==> src/design/ddo_pkg.sv <==
// Shared types, constants and the arctangent table of the odometry block.
// No dependencies; every other file of the block imports this package.
`default_nettype none

package ddo_pkg;

    typedef struct packed {
        logic signed [31:0] velocity_a;
        logic signed [31:0] velocity_b;
        logic        [31:0] elapsed_time;
    } ddo_in_t;

    typedef struct packed {
        logic signed [47:0] pose_x;
        logic signed [47:0] pose_y;
        logic signed [31:0] pose_heading;
    } ddo_out_t;

    localparam int CFG_INDEX_W = 2;
    localparam int CFG_DATA_W  = 32;

    localparam logic [CFG_INDEX_W-1:0] REG_WHEEL_RADIUS      = 2'd0;
    localparam logic [CFG_INDEX_W-1:0] REG_RADIUS_OVER_TRACK = 2'd1;

    localparam int MUL_A_W = 48;
    localparam int MUL_B_W = 32;
    localparam int DIGIT_W = 16;
    localparam int PP_W    = MUL_A_W + DIGIT_W;
    localparam int ACC_W   = MUL_A_W + MUL_B_W;

    localparam int ANG_W       = 34;
    localparam int ATAN_IDX_W  = 5;

    localparam logic [MUL_A_W-1:0]      TURN_SCALE  = 48'd44798133900177;
    localparam logic [MUL_A_W-1:0]      HALF_PI_Q30 = 48'd1686629713;
    localparam logic signed [ANG_W-1:0] CORDIC_GAIN = 34'sd652032874;

    localparam int OP_W = 3;
    localparam logic [OP_W-1:0] OP_PHASE = 3'd0;
    localparam logic [OP_W-1:0] OP_ANGLE = 3'd1;
    localparam logic [OP_W-1:0] OP_SPEED = 3'd2;
    localparam logic [OP_W-1:0] OP_RATE  = 3'd3;
    localparam logic [OP_W-1:0] OP_DIST  = 3'd4;
    localparam logic [OP_W-1:0] OP_DTH   = 3'd5;
    localparam logic [OP_W-1:0] OP_DX    = 3'd6;
    localparam logic [OP_W-1:0] OP_DY    = 3'd7;

    typedef struct packed {
        logic            load;
        logic            mul_start;
        logic [OP_W-1:0] mul_op;
        logic            wb;
        logic [OP_W-1:0] wb_op;
        logic            update;
    } ddo_cmd_t;

    typedef struct packed {
        logic mul_done;
        logic cordic_busy;
    } ddo_status_t;

    function automatic logic [30:0] atan_q30(input logic [ATAN_IDX_W-1:0] idx);
        logic [30:0] v;
        unique case (idx)
            5'd0:  v = 31'd843314857;
            5'd1:  v = 31'd497837829;
            5'd2:  v = 31'd263043837;
            5'd3:  v = 31'd133525159;
            5'd4:  v = 31'd67021687;
            5'd5:  v = 31'd33543516;
            5'd6:  v = 31'd16775851;
            5'd7:  v = 31'd8388437;
            5'd8:  v = 31'd4194283;
            5'd9:  v = 31'd2097149;
            5'd10: v = 31'd1048576;
            5'd11: v = 31'd524288;
            5'd12: v = 31'd262144;
            5'd13: v = 31'd131072;
            5'd14: v = 31'd65536;
            5'd15: v = 31'd32768;
            5'd16: v = 31'd16384;
            5'd17: v = 31'd8192;
            5'd18: v = 31'd4096;
            5'd19: v = 31'd2048;
            5'd20: v = 31'd1024;
            5'd21: v = 31'd512;
            5'd22: v = 31'd256;
            5'd23: v = 31'd128;
            5'd24: v = 31'd64;
            5'd25: v = 31'd32;
            5'd26: v = 31'd16;
            5'd27: v = 31'd8;
            5'd28: v = 31'd4;
            5'd29: v = 31'd2;
            5'd30: v = 31'd1;
            default: v = 31'd0;
        endcase
        return v;
    endfunction

endpackage

`default_nettype wire

==> src/design/ddo_mul.sv <==
// Shared multi-cycle multiplier: 48-bit by 32-bit product built from two
// 48x16 partial products, formed in LO and HI and summed in ACC. Uses ddo_pkg.
`default_nettype none

module ddo_mul import ddo_pkg::*; (
    input  wire logic               aclk,
    input  wire logic               aresetn,
    input  wire logic               start,
    input  wire logic [MUL_A_W-1:0] a,
    input  wire logic [MUL_B_W-1:0] b,
    output logic                    done,
    output logic [ACC_W-1:0]        acc
);

    localparam logic [1:0] ST_IDLE = 2'd0;
    localparam logic [1:0] ST_LO   = 2'd1;
    localparam logic [1:0] ST_HI   = 2'd2;
    localparam logic [1:0] ST_ACC  = 2'd3;

    logic [1:0]         stage_reg, stage_next;
    logic               done_reg;
    logic [MUL_A_W-1:0] a_reg;
    logic [MUL_B_W-1:0] b_reg;
    logic [PP_W-1:0]    pp_reg, pp_next;
    logic [ACC_W-1:0]   acc_reg;
    logic [DIGIT_W-1:0] digit;

    assign digit   = (stage_reg == ST_HI) ? b_reg[MUL_B_W-1:DIGIT_W] : b_reg[DIGIT_W-1:0];
    assign pp_next = PP_W'(a_reg) * PP_W'(digit);

    always_comb begin
        unique case (stage_reg)
            ST_IDLE: stage_next = start ? ST_LO : ST_IDLE;
            ST_LO:   stage_next = ST_HI;
            ST_HI:   stage_next = ST_ACC;
            ST_ACC:  stage_next = ST_IDLE;
        endcase
    end

    always_ff @(posedge aclk) begin
        if (!aresetn) begin
            stage_reg <= ST_IDLE;
            done_reg  <= 1'b0;
        end else begin
            stage_reg <= stage_next;
            done_reg  <= (stage_reg == ST_ACC);
        end
    end

    always_ff @(posedge aclk) begin
        if (start && stage_reg == ST_IDLE) begin
            a_reg <= a;
            b_reg <= b;
        end
        if (stage_reg == ST_LO || stage_reg == ST_HI) begin
            pp_reg <= pp_next;
        end
        if (stage_reg == ST_HI) begin
            acc_reg <= ACC_W'(pp_reg);
        end else if (stage_reg == ST_ACC) begin
            acc_reg <= acc_reg + (ACC_W'(pp_reg) << DIGIT_W);
        end
    end

    assign done = done_reg;
    assign acc  = acc_reg;

endmodule

`default_nettype wire

==> src/design/ddo_cordic.sv <==
// Rotation-mode CORDIC giving cosine and sine of a first-quadrant angle,
// one iteration per cycle. Uses ddo_pkg for widths and the arctangent table.
`default_nettype none

module ddo_cordic import ddo_pkg::*; #(
    parameter int STEPS = 16
) (
    input  wire logic                    aclk,
    input  wire logic                    aresetn,
    input  wire logic                    start,
    input  wire logic [30:0]             z_in,
    output logic                         busy,
    output logic signed [ANG_W-1:0]      x_out,
    output logic signed [ANG_W-1:0]      y_out
);

    localparam int ITER_W = $clog2(STEPS);

    logic                     busy_reg;
    logic [ITER_W-1:0]        iter_reg;
    logic signed [ANG_W-1:0]  x_reg, y_reg, z_reg;
    logic signed [ANG_W-1:0]  xs, ys, atan_step;

    assign xs        = x_reg >>> iter_reg;
    assign ys        = y_reg >>> iter_reg;
    assign atan_step = ANG_W'(atan_q30(ATAN_IDX_W'(iter_reg)));

    always_ff @(posedge aclk) begin
        if (!aresetn) begin
            busy_reg <= 1'b0;
            iter_reg <= '0;
        end else if (start) begin
            busy_reg <= 1'b1;
            iter_reg <= '0;
        end else if (busy_reg) begin
            iter_reg <= iter_reg + ITER_W'(1);
            if (iter_reg == ITER_W'(STEPS - 1)) begin
                busy_reg <= 1'b0;
            end
        end
    end

    always_ff @(posedge aclk) begin
        if (start) begin
            x_reg <= CORDIC_GAIN;
            y_reg <= '0;
            z_reg <= ANG_W'(z_in);
        end else if (busy_reg) begin
            if (!z_reg[ANG_W-1]) begin
                x_reg <= x_reg - ys;
                y_reg <= y_reg + xs;
                z_reg <= z_reg - atan_step;
            end else begin
                x_reg <= x_reg + ys;
                y_reg <= y_reg - xs;
                z_reg <= z_reg + atan_step;
            end
        end
    end

    assign busy  = busy_reg;
    assign x_out = x_reg;
    assign y_out = y_reg;

endmodule

`default_nettype wire

==> src/design/ddo_datapath.sv <==
// Odometry datapath: configuration registers, input latch, operand select,
// rounding or truncating writeback and pose update; uses ddo_pkg, ddo_mul, ddo_cordic.
`default_nettype none

module ddo_datapath import ddo_pkg::*; #(
    parameter int CORDIC_STEPS = 16
) (
    input  wire logic                   aclk,
    input  wire logic                   aresetn,
    input  wire logic                   cfg_wr_en,
    input  wire logic [CFG_INDEX_W-1:0] cfg_wr_index,
    input  wire logic [CFG_DATA_W-1:0]  cfg_wr_data,
    input  wire ddo_in_t                in_data,
    input  wire ddo_cmd_t               cmd,
    output ddo_status_t                 status,
    output ddo_out_t                    out_data
);

    localparam int SPEED_W = 40;
    localparam int DIST_W  = 48;
    localparam int DELTA_W = 49;
    localparam int POS_W   = 48;
    localparam int HEAD_W  = 32;
    localparam int SUM_W   = POS_W + 3;
    localparam int SHIFT_W = 5;

    localparam logic [1:0] QUAD_I   = 2'd0;
    localparam logic [1:0] QUAD_II  = 2'd1;
    localparam logic [1:0] QUAD_III = 2'd2;
    localparam logic [1:0] QUAD_IV  = 2'd3;

    function automatic logic [POS_W-1:0] sat_pos(input logic [SUM_W-1:0] v);
        logic [POS_W-1:0] r;
        if (v[SUM_W-1] && !(&v[SUM_W-2:POS_W-1])) begin
            r = {1'b1, {(POS_W-1){1'b0}}};
        end else if (!v[SUM_W-1] && (|v[SUM_W-2:POS_W-1])) begin
            r = {1'b0, {(POS_W-1){1'b1}}};
        end else begin
            r = v[POS_W-1:0];
        end
        return r;
    endfunction

    logic [CFG_DATA_W-1:0] wheel_radius_reg, radius_over_track_reg;
    logic [POS_W-1:0]      pos_x_reg, pos_y_reg;
    logic [HEAD_W-1:0]     heading_reg;

    logic [32:0]           sum_mag_reg;
    logic [31:0]           diff_mag_reg;
    logic                  sum_neg_reg, diff_neg_reg;
    logic [31:0]           dt_reg;
    logic [31:0]           phase_reg;
    logic [SPEED_W-1:0]    speed_reg, rate_reg;
    logic [DIST_W-1:0]     dist_reg;
    logic [HEAD_W-1:0]     dth_reg;
    logic [DELTA_W-1:0]    dx_reg, dy_reg;

    logic [32:0]           sum_raw, diff_raw, sum_mag, diff_abs;
    logic [MUL_A_W-1:0]    mul_a;
    logic [MUL_B_W-1:0]    mul_b;
    logic                  mul_done;
    logic [ACC_W-1:0]      acc;
    logic                  cordic_busy, cordic_start;
    logic signed [ANG_W-1:0] cx, cy, cos_v, sin_v;
    logic [ANG_W-1:0]      cos_abs, sin_abs;
    logic [MUL_B_W-1:0]    cos_mag, sin_mag;
    logic                  cos_neg, sin_neg;

    logic [SHIFT_W-1:0]    wb_shift;
    logic                  wb_round;
    logic [ACC_W-1:0]      rnd_val, wb_value;
    logic [31:0]           phase_value;

    logic [SUM_W-1:0]      x_step, y_step, x_sum, y_sum;
    logic [POS_W-1:0]      pos_x_next, pos_y_next;
    logic [HEAD_W-1:0]     heading_next;

    assign sum_raw  = {in_data.velocity_a[31], in_data.velocity_a}
                    + {in_data.velocity_b[31], in_data.velocity_b};
    assign diff_raw = {in_data.velocity_a[31], in_data.velocity_a}
                    - {in_data.velocity_b[31], in_data.velocity_b};
    assign sum_mag  = sum_raw[32] ? (~sum_raw + 33'd1) : sum_raw;
    assign diff_abs = diff_raw[32] ? (~diff_raw + 33'd1) : diff_raw;

    always_ff @(posedge aclk) begin
        if (!aresetn) begin
            wheel_radius_reg      <= '0;
            radius_over_track_reg <= '0;
        end else if (cfg_wr_en) begin
            unique case (cfg_wr_index)
                REG_WHEEL_RADIUS:      wheel_radius_reg      <= cfg_wr_data;
                REG_RADIUS_OVER_TRACK: radius_over_track_reg <= cfg_wr_data;
                default: ;
            endcase
        end
    end

    always_ff @(posedge aclk) begin
        if (cmd.load) begin
            sum_mag_reg  <= sum_mag;
            diff_mag_reg <= diff_abs[31:0];
            sum_neg_reg  <= sum_raw[32];
            diff_neg_reg <= diff_raw[32];
            dt_reg       <= in_data.elapsed_time;
        end
    end

    always_comb begin
        unique case (phase_reg[31:30])
            QUAD_I:   begin cos_v = cx;  sin_v = cy;  end
            QUAD_II:  begin cos_v = -cy; sin_v = cx;  end
            QUAD_III: begin cos_v = -cx; sin_v = -cy; end
            QUAD_IV:  begin cos_v = cy;  sin_v = -cx; end
        endcase
    end

    assign cos_neg = cos_v[ANG_W-1];
    assign sin_neg = sin_v[ANG_W-1];
    assign cos_abs = cos_neg ? -cos_v : cos_v;
    assign sin_abs = sin_neg ? -sin_v : sin_v;
    assign cos_mag = cos_abs[MUL_B_W-1:0];
    assign sin_mag = sin_abs[MUL_B_W-1:0];

    always_comb begin
        unique case (cmd.mul_op)
            OP_PHASE: begin mul_a = TURN_SCALE;             mul_b = heading_reg;           end
            OP_ANGLE: begin mul_a = HALF_PI_Q30;            mul_b = {2'b00, phase_reg[29:0]}; end
            OP_SPEED: begin mul_a = MUL_A_W'(sum_mag_reg);  mul_b = wheel_radius_reg;      end
            OP_RATE:  begin mul_a = MUL_A_W'(diff_mag_reg); mul_b = radius_over_track_reg; end
            OP_DIST:  begin mul_a = MUL_A_W'(speed_reg);    mul_b = dt_reg;                end
            OP_DTH:   begin mul_a = MUL_A_W'(rate_reg);     mul_b = dt_reg;                end
            OP_DX:    begin mul_a = dist_reg;               mul_b = cos_mag;               end
            OP_DY:    begin mul_a = dist_reg;               mul_b = sin_mag;               end
        endcase
    end

    ddo_mul u_mul (
        .aclk    (aclk),
        .aresetn (aresetn),
        .start   (cmd.mul_start),
        .a       (mul_a),
        .b       (mul_b),
        .done    (mul_done),
        .acc     (acc)
    );

    always_comb begin
        unique case (cmd.wb_op)
            OP_SPEED:                 begin wb_shift = 5'd25; wb_round = 1'b1; end
            OP_RATE, OP_DIST, OP_DTH: begin wb_shift = 5'd24; wb_round = 1'b1; end
            OP_DX, OP_DY:             begin wb_shift = 5'd30; wb_round = 1'b1; end
            OP_PHASE, OP_ANGLE:       begin wb_shift = 5'd30; wb_round = 1'b0; end
        endcase
    end

    assign rnd_val     = wb_round ? (ACC_W'(1) << (wb_shift - SHIFT_W'(1))) : '0;
    assign wb_value    = (acc + rnd_val) >> wb_shift;
    assign phase_value = acc[63:32] - (heading_reg[HEAD_W-1] ? TURN_SCALE[31:0] : 32'd0);

    assign cordic_start = cmd.wb && (cmd.wb_op == OP_ANGLE);

    ddo_cordic #(
        .STEPS (CORDIC_STEPS)
    ) u_cordic (
        .aclk    (aclk),
        .aresetn (aresetn),
        .start   (cordic_start),
        .z_in    (wb_value[30:0]),
        .busy    (cordic_busy),
        .x_out   (cx),
        .y_out   (cy)
    );

    always_ff @(posedge aclk) begin
        if (cmd.wb) begin
            unique case (cmd.wb_op)
                OP_PHASE: phase_reg <= phase_value;
                OP_ANGLE: ;
                OP_SPEED: speed_reg <= wb_value[SPEED_W-1:0];
                OP_RATE:  rate_reg  <= wb_value[SPEED_W-1:0];
                OP_DIST:  dist_reg  <= wb_value[DIST_W-1:0];
                OP_DTH:   dth_reg   <= wb_value[HEAD_W-1:0];
                OP_DX:    dx_reg    <= wb_value[DELTA_W-1:0];
                OP_DY:    dy_reg    <= wb_value[DELTA_W-1:0];
            endcase
        end
    end

    assign x_step = (sum_neg_reg ^ cos_neg) ? (~SUM_W'(dx_reg) + SUM_W'(1)) : SUM_W'(dx_reg);
    assign y_step = (sum_neg_reg ^ sin_neg) ? (~SUM_W'(dy_reg) + SUM_W'(1)) : SUM_W'(dy_reg);
    assign x_sum  = {{(SUM_W-POS_W){pos_x_reg[POS_W-1]}}, pos_x_reg} + x_step;
    assign y_sum  = {{(SUM_W-POS_W){pos_y_reg[POS_W-1]}}, pos_y_reg} + y_step;

    assign pos_x_next   = sat_pos(x_sum);
    assign pos_y_next   = sat_pos(y_sum);
    assign heading_next = diff_neg_reg ? (heading_reg - dth_reg) : (heading_reg + dth_reg);

    always_ff @(posedge aclk) begin
        if (!aresetn) begin
            pos_x_reg   <= '0;
            pos_y_reg   <= '0;
            heading_reg <= '0;
        end else if (cmd.update) begin
            pos_x_reg   <= pos_x_next;
            pos_y_reg   <= pos_y_next;
            heading_reg <= heading_next;
        end
    end

    assign status.mul_done    = mul_done;
    assign status.cordic_busy = cordic_busy;

    assign out_data.pose_x       = pos_x_reg;
    assign out_data.pose_y       = pos_y_reg;
    assign out_data.pose_heading = heading_reg;

endmodule

`default_nettype wire

==> src/design/ddo_ctrl.sv <==
// Odometry controller: sequences the eight shared-multiplier operations, the
// CORDIC launch, the pose update and the result handshake. Uses ddo_pkg.
`default_nettype none

module ddo_ctrl import ddo_pkg::*; (
    input  wire logic         aclk,
    input  wire logic         aresetn,
    input  wire logic         s_valid,
    output logic              s_ready,
    output logic              m_valid,
    input  wire logic         m_ready,
    input  wire ddo_status_t  status,
    output ddo_cmd_t          cmd
);

    localparam logic [1:0] ST_IDLE   = 2'd0;
    localparam logic [1:0] ST_WAIT   = 2'd1;
    localparam logic [1:0] ST_ISSUE  = 2'd2;
    localparam logic [1:0] ST_UPDATE = 2'd3;

    logic [1:0]      state_reg, state_next;
    logic [OP_W-1:0] op_reg, op_next, op_inc;
    logic            m_valid_reg, m_valid_next;

    assign op_inc = op_reg + OP_W'(1);

    always_comb begin
        state_next   = state_reg;
        op_next      = op_reg;
        m_valid_next = m_valid_reg;
        cmd          = '0;
        if (m_valid_reg && m_ready) begin
            m_valid_next = 1'b0;
        end
        unique case (state_reg)
            ST_IDLE: begin
                if (s_valid) begin
                    cmd.load      = 1'b1;
                    cmd.mul_start = 1'b1;
                    cmd.mul_op    = OP_PHASE;
                    op_next       = OP_PHASE;
                    state_next    = ST_WAIT;
                end
            end
            ST_WAIT: begin
                if (status.mul_done) begin
                    cmd.wb    = 1'b1;
                    cmd.wb_op = op_reg;
                    if (op_reg == OP_DY) begin
                        state_next = ST_UPDATE;
                    end else if (op_inc == OP_ANGLE ||
                                 (op_inc == OP_DX && status.cordic_busy)) begin
                        op_next    = op_inc;
                        state_next = ST_ISSUE;
                    end else begin
                        cmd.mul_start = 1'b1;
                        cmd.mul_op    = op_inc;
                        op_next       = op_inc;
                    end
                end
            end
            ST_ISSUE: begin
                // hold the cosine product until the rotation has settled
                if (!(op_reg == OP_DX && status.cordic_busy)) begin
                    cmd.mul_start = 1'b1;
                    cmd.mul_op    = op_reg;
                    state_next    = ST_WAIT;
                end
            end
            ST_UPDATE: begin
                if (!m_valid_reg || m_ready) begin
                    cmd.update   = 1'b1;
                    m_valid_next = 1'b1;
                    state_next   = ST_IDLE;
                end
            end
        endcase
    end

    always_ff @(posedge aclk) begin
        if (!aresetn) begin
            state_reg   <= ST_IDLE;
            op_reg      <= OP_PHASE;
            m_valid_reg <= 1'b0;
        end else begin
            state_reg   <= state_next;
            op_reg      <= op_next;
            m_valid_reg <= m_valid_next;
        end
    end

    assign s_ready = (state_reg == ST_IDLE);
    assign m_valid = m_valid_reg;

endmodule

`default_nettype wire

==> src/design/diff_drive_odometry.sv <==
// Differential-drive odometry integrator, top level. Uses ddo_pkg,
// ddo_ctrl and ddo_datapath.
//
// Each request carries two wheel velocities and an elapsed time; the block
// advances the stored pose (x, y, heading) and returns the new pose. One
// request is in work at a time; the next is accepted only after its pose
// update, which waits until the previous pose has been taken. The time per
// request is set by the single 48x16 multiplier, which runs eight products
// in turn, and by the one-iteration-per-cycle CORDIC that must finish before
// the cosine product starts. A finished pose waits in the output register
// while the next request is accepted and computed; the pose update stalls
// until that pose is taken. The user must write the registers through the
// cfg port only while the block is idle; the block itself does not enforce
// this. Both registers reset to zero.
`default_nettype none

module diff_drive_odometry import ddo_pkg::*; #(
    parameter int CORDIC_STEPS = 16
) (
    input  wire logic                   aclk,
    input  wire logic                   aresetn,
    input  wire logic                   cfg_wr_en,
    input  wire logic [CFG_INDEX_W-1:0] cfg_wr_index,
    input  wire logic [CFG_DATA_W-1:0]  cfg_wr_data,
    input  wire logic                   s_valid,
    output logic                        s_ready,
    input  wire ddo_in_t                s_data,
    output logic                        m_valid,
    input  wire logic                   m_ready,
    output ddo_out_t                    m_data
);

    ddo_cmd_t    cmd;
    ddo_status_t status;

    ddo_ctrl u_ctrl (
        .aclk    (aclk),
        .aresetn (aresetn),
        .s_valid (s_valid),
        .s_ready (s_ready),
        .m_valid (m_valid),
        .m_ready (m_ready),
        .status  (status),
        .cmd     (cmd)
    );

    ddo_datapath #(
        .CORDIC_STEPS (CORDIC_STEPS)
    ) u_datapath (
        .aclk         (aclk),
        .aresetn      (aresetn),
        .cfg_wr_en    (cfg_wr_en),
        .cfg_wr_index (cfg_wr_index),
        .cfg_wr_data  (cfg_wr_data),
        .in_data      (s_data),
        .cmd          (cmd),
        .status       (status),
        .out_data     (m_data)
    );

endmodule

`default_nettype wire

==> config.mk <==
export PLATFORM = sky130hd
export DESIGN_NAME = diff_drive_odometry
export DESIGN_NICKNAME = d
export VERILOG_FILES = /design/src/design/ddo_pkg.sv /design/src/design/ddo_mul.sv /design/src/design/ddo_cordic.sv /design/src/design/ddo_datapath.sv /design/src/design/ddo_ctrl.sv /design/src/design/diff_drive_odometry.sv
export SDC_FILE = /design/constraint.sdc
export NUM_CORES = 2
export LEC_CHECK = 0
export BUFFER_PORTS_ARGS = -buffer_cell sky130_fd_sc_hd__buf_2
export CORE_MARGIN = 2
export CORE_UTILIZATION = 30
export DETAILED_ROUTE_END_ITERATION = 6
export PLACE_DENSITY_LB_ADDON = 0.05
export SETUP_SLACK_MARGIN = 0.1
export SLEW_MARGIN = 20
export SYNTH_ARGS = -nofsm -noshare
export SYNTH_HDL_FRONTEND = slang
export SYNTH_SLANG_ARGS = --single-unit
==> constraint.sdc <==
create_clock -name aclk -period 9.4 [get_ports aclk]
set_clock_uncertainty 0.05 [all_clocks]
set_input_delay 1.41 -clock aclk [delete_from_list [all_inputs] [get_ports aclk]]
set_output_delay 1.41 -clock aclk [all_outputs]
set_load 0.01 [all_outputs]
==> flow_metrics.py <==
metrics = {
    "outcome": {
        "status": "completed",
    },
    "die": {
        "die_x_microns": 563.9,
        "core_region_area_sq_um": 311900,
        "chipHeight_microns": 563.9,
        "num_io_pins": 265,
        "dieArea_sq_um": 318000,
        "initial_core_util": 0.3015,
        "rows": 205,
    },
    "grt": {
        "overflow": 0,
        "grt_usage": 0.2406,
        "grt_antenna_before_repair": 55,
        "grt_pass1_wl_microns": 565600,
        "grt_pass1_vias": 80160,
        "grt_max_degree": 100,
    },
    "clocking": {
        "cts_tree": "yes",
        "cts-buffers-inserted": 136,
        "cts.sinks": 932,
        "cts_max_level": 4,
        "cts.root.buffer_cell": "clkbuf_16",
        "path_clk_slew_ns": 0.06,
        "cts_setup_buffers": 0,
        "clk_latency_ns": 0.85,
        "cts_buffer_depth": 4,
    },
    "sta": {
        "fin_tns_setup_ns": 0,
        "hold_viol_final": 0,
        "rsz0062_at_grt": "false",
        "finalMaxSlewViolations": 0,
        "fmax_ghz": 0.1133,
        "maxSlewHeadroom": 0.2270,
        "setup_viol": 0,
        "period_share": 0.9391,
        "worst_pin_slew_ns": 1.160,
        "post-route-min-period_ns": 8.828,
    },
    "worst_setup_path": {
        "critPathMaxFanout": 18,
        "cp_slowest_stage_delay_ns": 0.58,
        "cpMaxStageDelayCell": "mux2_2",
        "cp_common_cell": "fa_1",
        "worst-endpoint-required_ns": 9.88,
        "crit_type": "reg -> reg",
        "critPathBufInv": 5,
        "start_kind": "flip-flop",
        "arrival_ns": 9.31,
        "crit_family": "adder cells",
        "cp-end-kind": "flip-flop",
    },
    "yosys": {
        "async_reset_ff_frac": 0,
        "synth_cell_types": 115,
        "synthCells": 10822,
        "synth_ff_type": "edfxtp_1",
        "synth-edff-count": 611,
        "ys_seq_elements": 932,
        "synth-seq-area-share": 0.2634,
        "synth_area_per_cell_sq_um": 8.690,
        "ys_warn_count": 0,
        "netlist_area_sq_um": 94050,
    },
    "placed_design": {
        "dp_hpwl_microns": 307300,
        "gp_congestion": 0.8874,
        "io_buffers": 264,
    },
    "layout": {
        "drive_above_1_share": 0.09306,
        "area_growth_pct": 11.75,
        "finalCoreUtilization": 0.3369,
        "nets": 12221,
    },
    "detailed_routing": {
        "vias": 80438,
        "dr.max_layer_used": "met5",
        "route.met3.wl_microns": 17270,
        "drt_wl_total_microns": 391000,
        "ant_nets": 0,
        "met1_length_microns": 177700,
        "drt-pass1-iter-count": 6,
        "drc": 0,
        "avgRoutedWirePerCell_microns": 25.82,
        "vias_per_cell": 5.312,
        "drt_iter0_drc": 6340,
        "wl_met2_microns": 182100,
    },
    "job": {
        "cap_viol_max_count": 0,
    },
    "worst_hold_path": {
        "min_path_type": "reg -> reg",
    },
}
[per-stage QoR]
| step | setup slack, ns | hold WS (ns) | area (sq um) | std cells |
|---|---|---|---|---|
| 2_1_floorplan | 1.002 | 0.3832 | 94080 | 10832 |
| 3_3_place_gp | 0.4217 | 0.3906 | 100500 | 14883 |
| 3_5_place_dp | 0.4451 | 0.3975 | 100500 | 14883 |
| 4_1_cts | 0.4456 | 0.4056 | 105000 | 15122 |
| 5_1_grt | 0.1818 | 0.4177 | 105000 | 15124 |
| 6_report | 0.5720 | 0.4024 | 105100 | 15144 |
[cells in the mapped netlist (313+ instances only)]
| library cell | count | share of area |
|---|---|---|
| inv_1 | 945 | 0.038 |
| xor2_1 | 313 | 0.029 |
| clkbuf_1 | 500 | 0.020 |
| xnor2_1 | 547 | 0.051 |
| edfxtp_1 | 611 | 0.20 |
| ha_1 | 554 | 0.074 |
| o21ai_0 | 507 | 0.027 |
| nor2_1 | 717 | 0.029 |
| nand2_1 | 1475 | 0.059 |
| a21oi_1 | 922 | 0.049 |
| dfxtp_1 | 321 | 0.068 |
| fa_1 | 651 | 0.14 |
[layout by cell type (no fill, tap or decap), drive strengths merged, types with 120 or more instances in the layout]
master / Yosys / layout
nand2: 1476 / 1476
inv: 950 / 957
a21oi: 923 / 923
nor2: 717 / 717
fa: 651 / 651
edfxtp: 611 / 611
ha: 554 / 554
xnor2: 548 / 548
buf: 104 / 525
o21ai: 518 / 518
dfxtp: 321 / 321
xor2: 313 / 313
and2: 292 / 292
a21o: 254 / 254
nand3: 177 / 177
clkbuf: 509 / 171
nor3: 151 / 151
mux2i: 141 / 141
o21bai: 130 / 130
a31oi: 120 / 120
[timing repair]
action	CTS	global route
hold endpoints to repair	0	0
hold buffers	0	0
endpoints found under the setup margin	0	3
gates resized for setup	0	2
[metal layers]
layer,GRT usage,up-vias
li1,-,37514
met3,0.02284,426
met1,0.3290,40390
met2,0.3965,2102
met4,0.08125,6
met5,0,-
[tightest hold or removal path, cell delays in order, from the launching register on]
cell      delay, ns
edfxtp_1       0.32
nand2_1        0.05
nand2_1        0.05
[kinds of logic after synthesis]
logic type | synth area share
compound gates | 0.1764
other cells | 0.00003987
xor+xnor | 0.08026
flops | 0.2634
buf+inv | 0.06466
fa+ha+maj | 0.2123
mux | 0.04016
simple gates | 0.1628
[final cells by class]
class / count / area, sq um
antenna: 22 / 55.05
clock buffer: 171 / 3732
clock inverter: 68 / 803.3
fill: 32805 / 206800
inverter: 952 / 3583
multi-input combinational: 8334 / 63640
sequential: 932 / 24790
tap: 4140 / 5180
timing repair buffer: 525 / 3306
[final timing paths]
kind                                                    start                           to  slack [ns]  cells after the start
worst max register to register  u_datapath.u_mul.stage_reg[0]  u_datapath.u_mul.pp_reg[63]        0.57                     28
worst min-delay path                  u_datapath.dist_reg[43]   u_datapath.u_mul.a_reg[43]        0.40                      2
worst min register to register        u_datapath.dist_reg[43]   u_datapath.u_mul.a_reg[43]        0.40                      2
worst max-delay path            u_datapath.u_mul.stage_reg[0]  u_datapath.u_mul.pp_reg[63]        0.57                     28
Power is not shown: default switching activity piles up to over one toggle a cycle in this logic, so the estimate is an artifact.
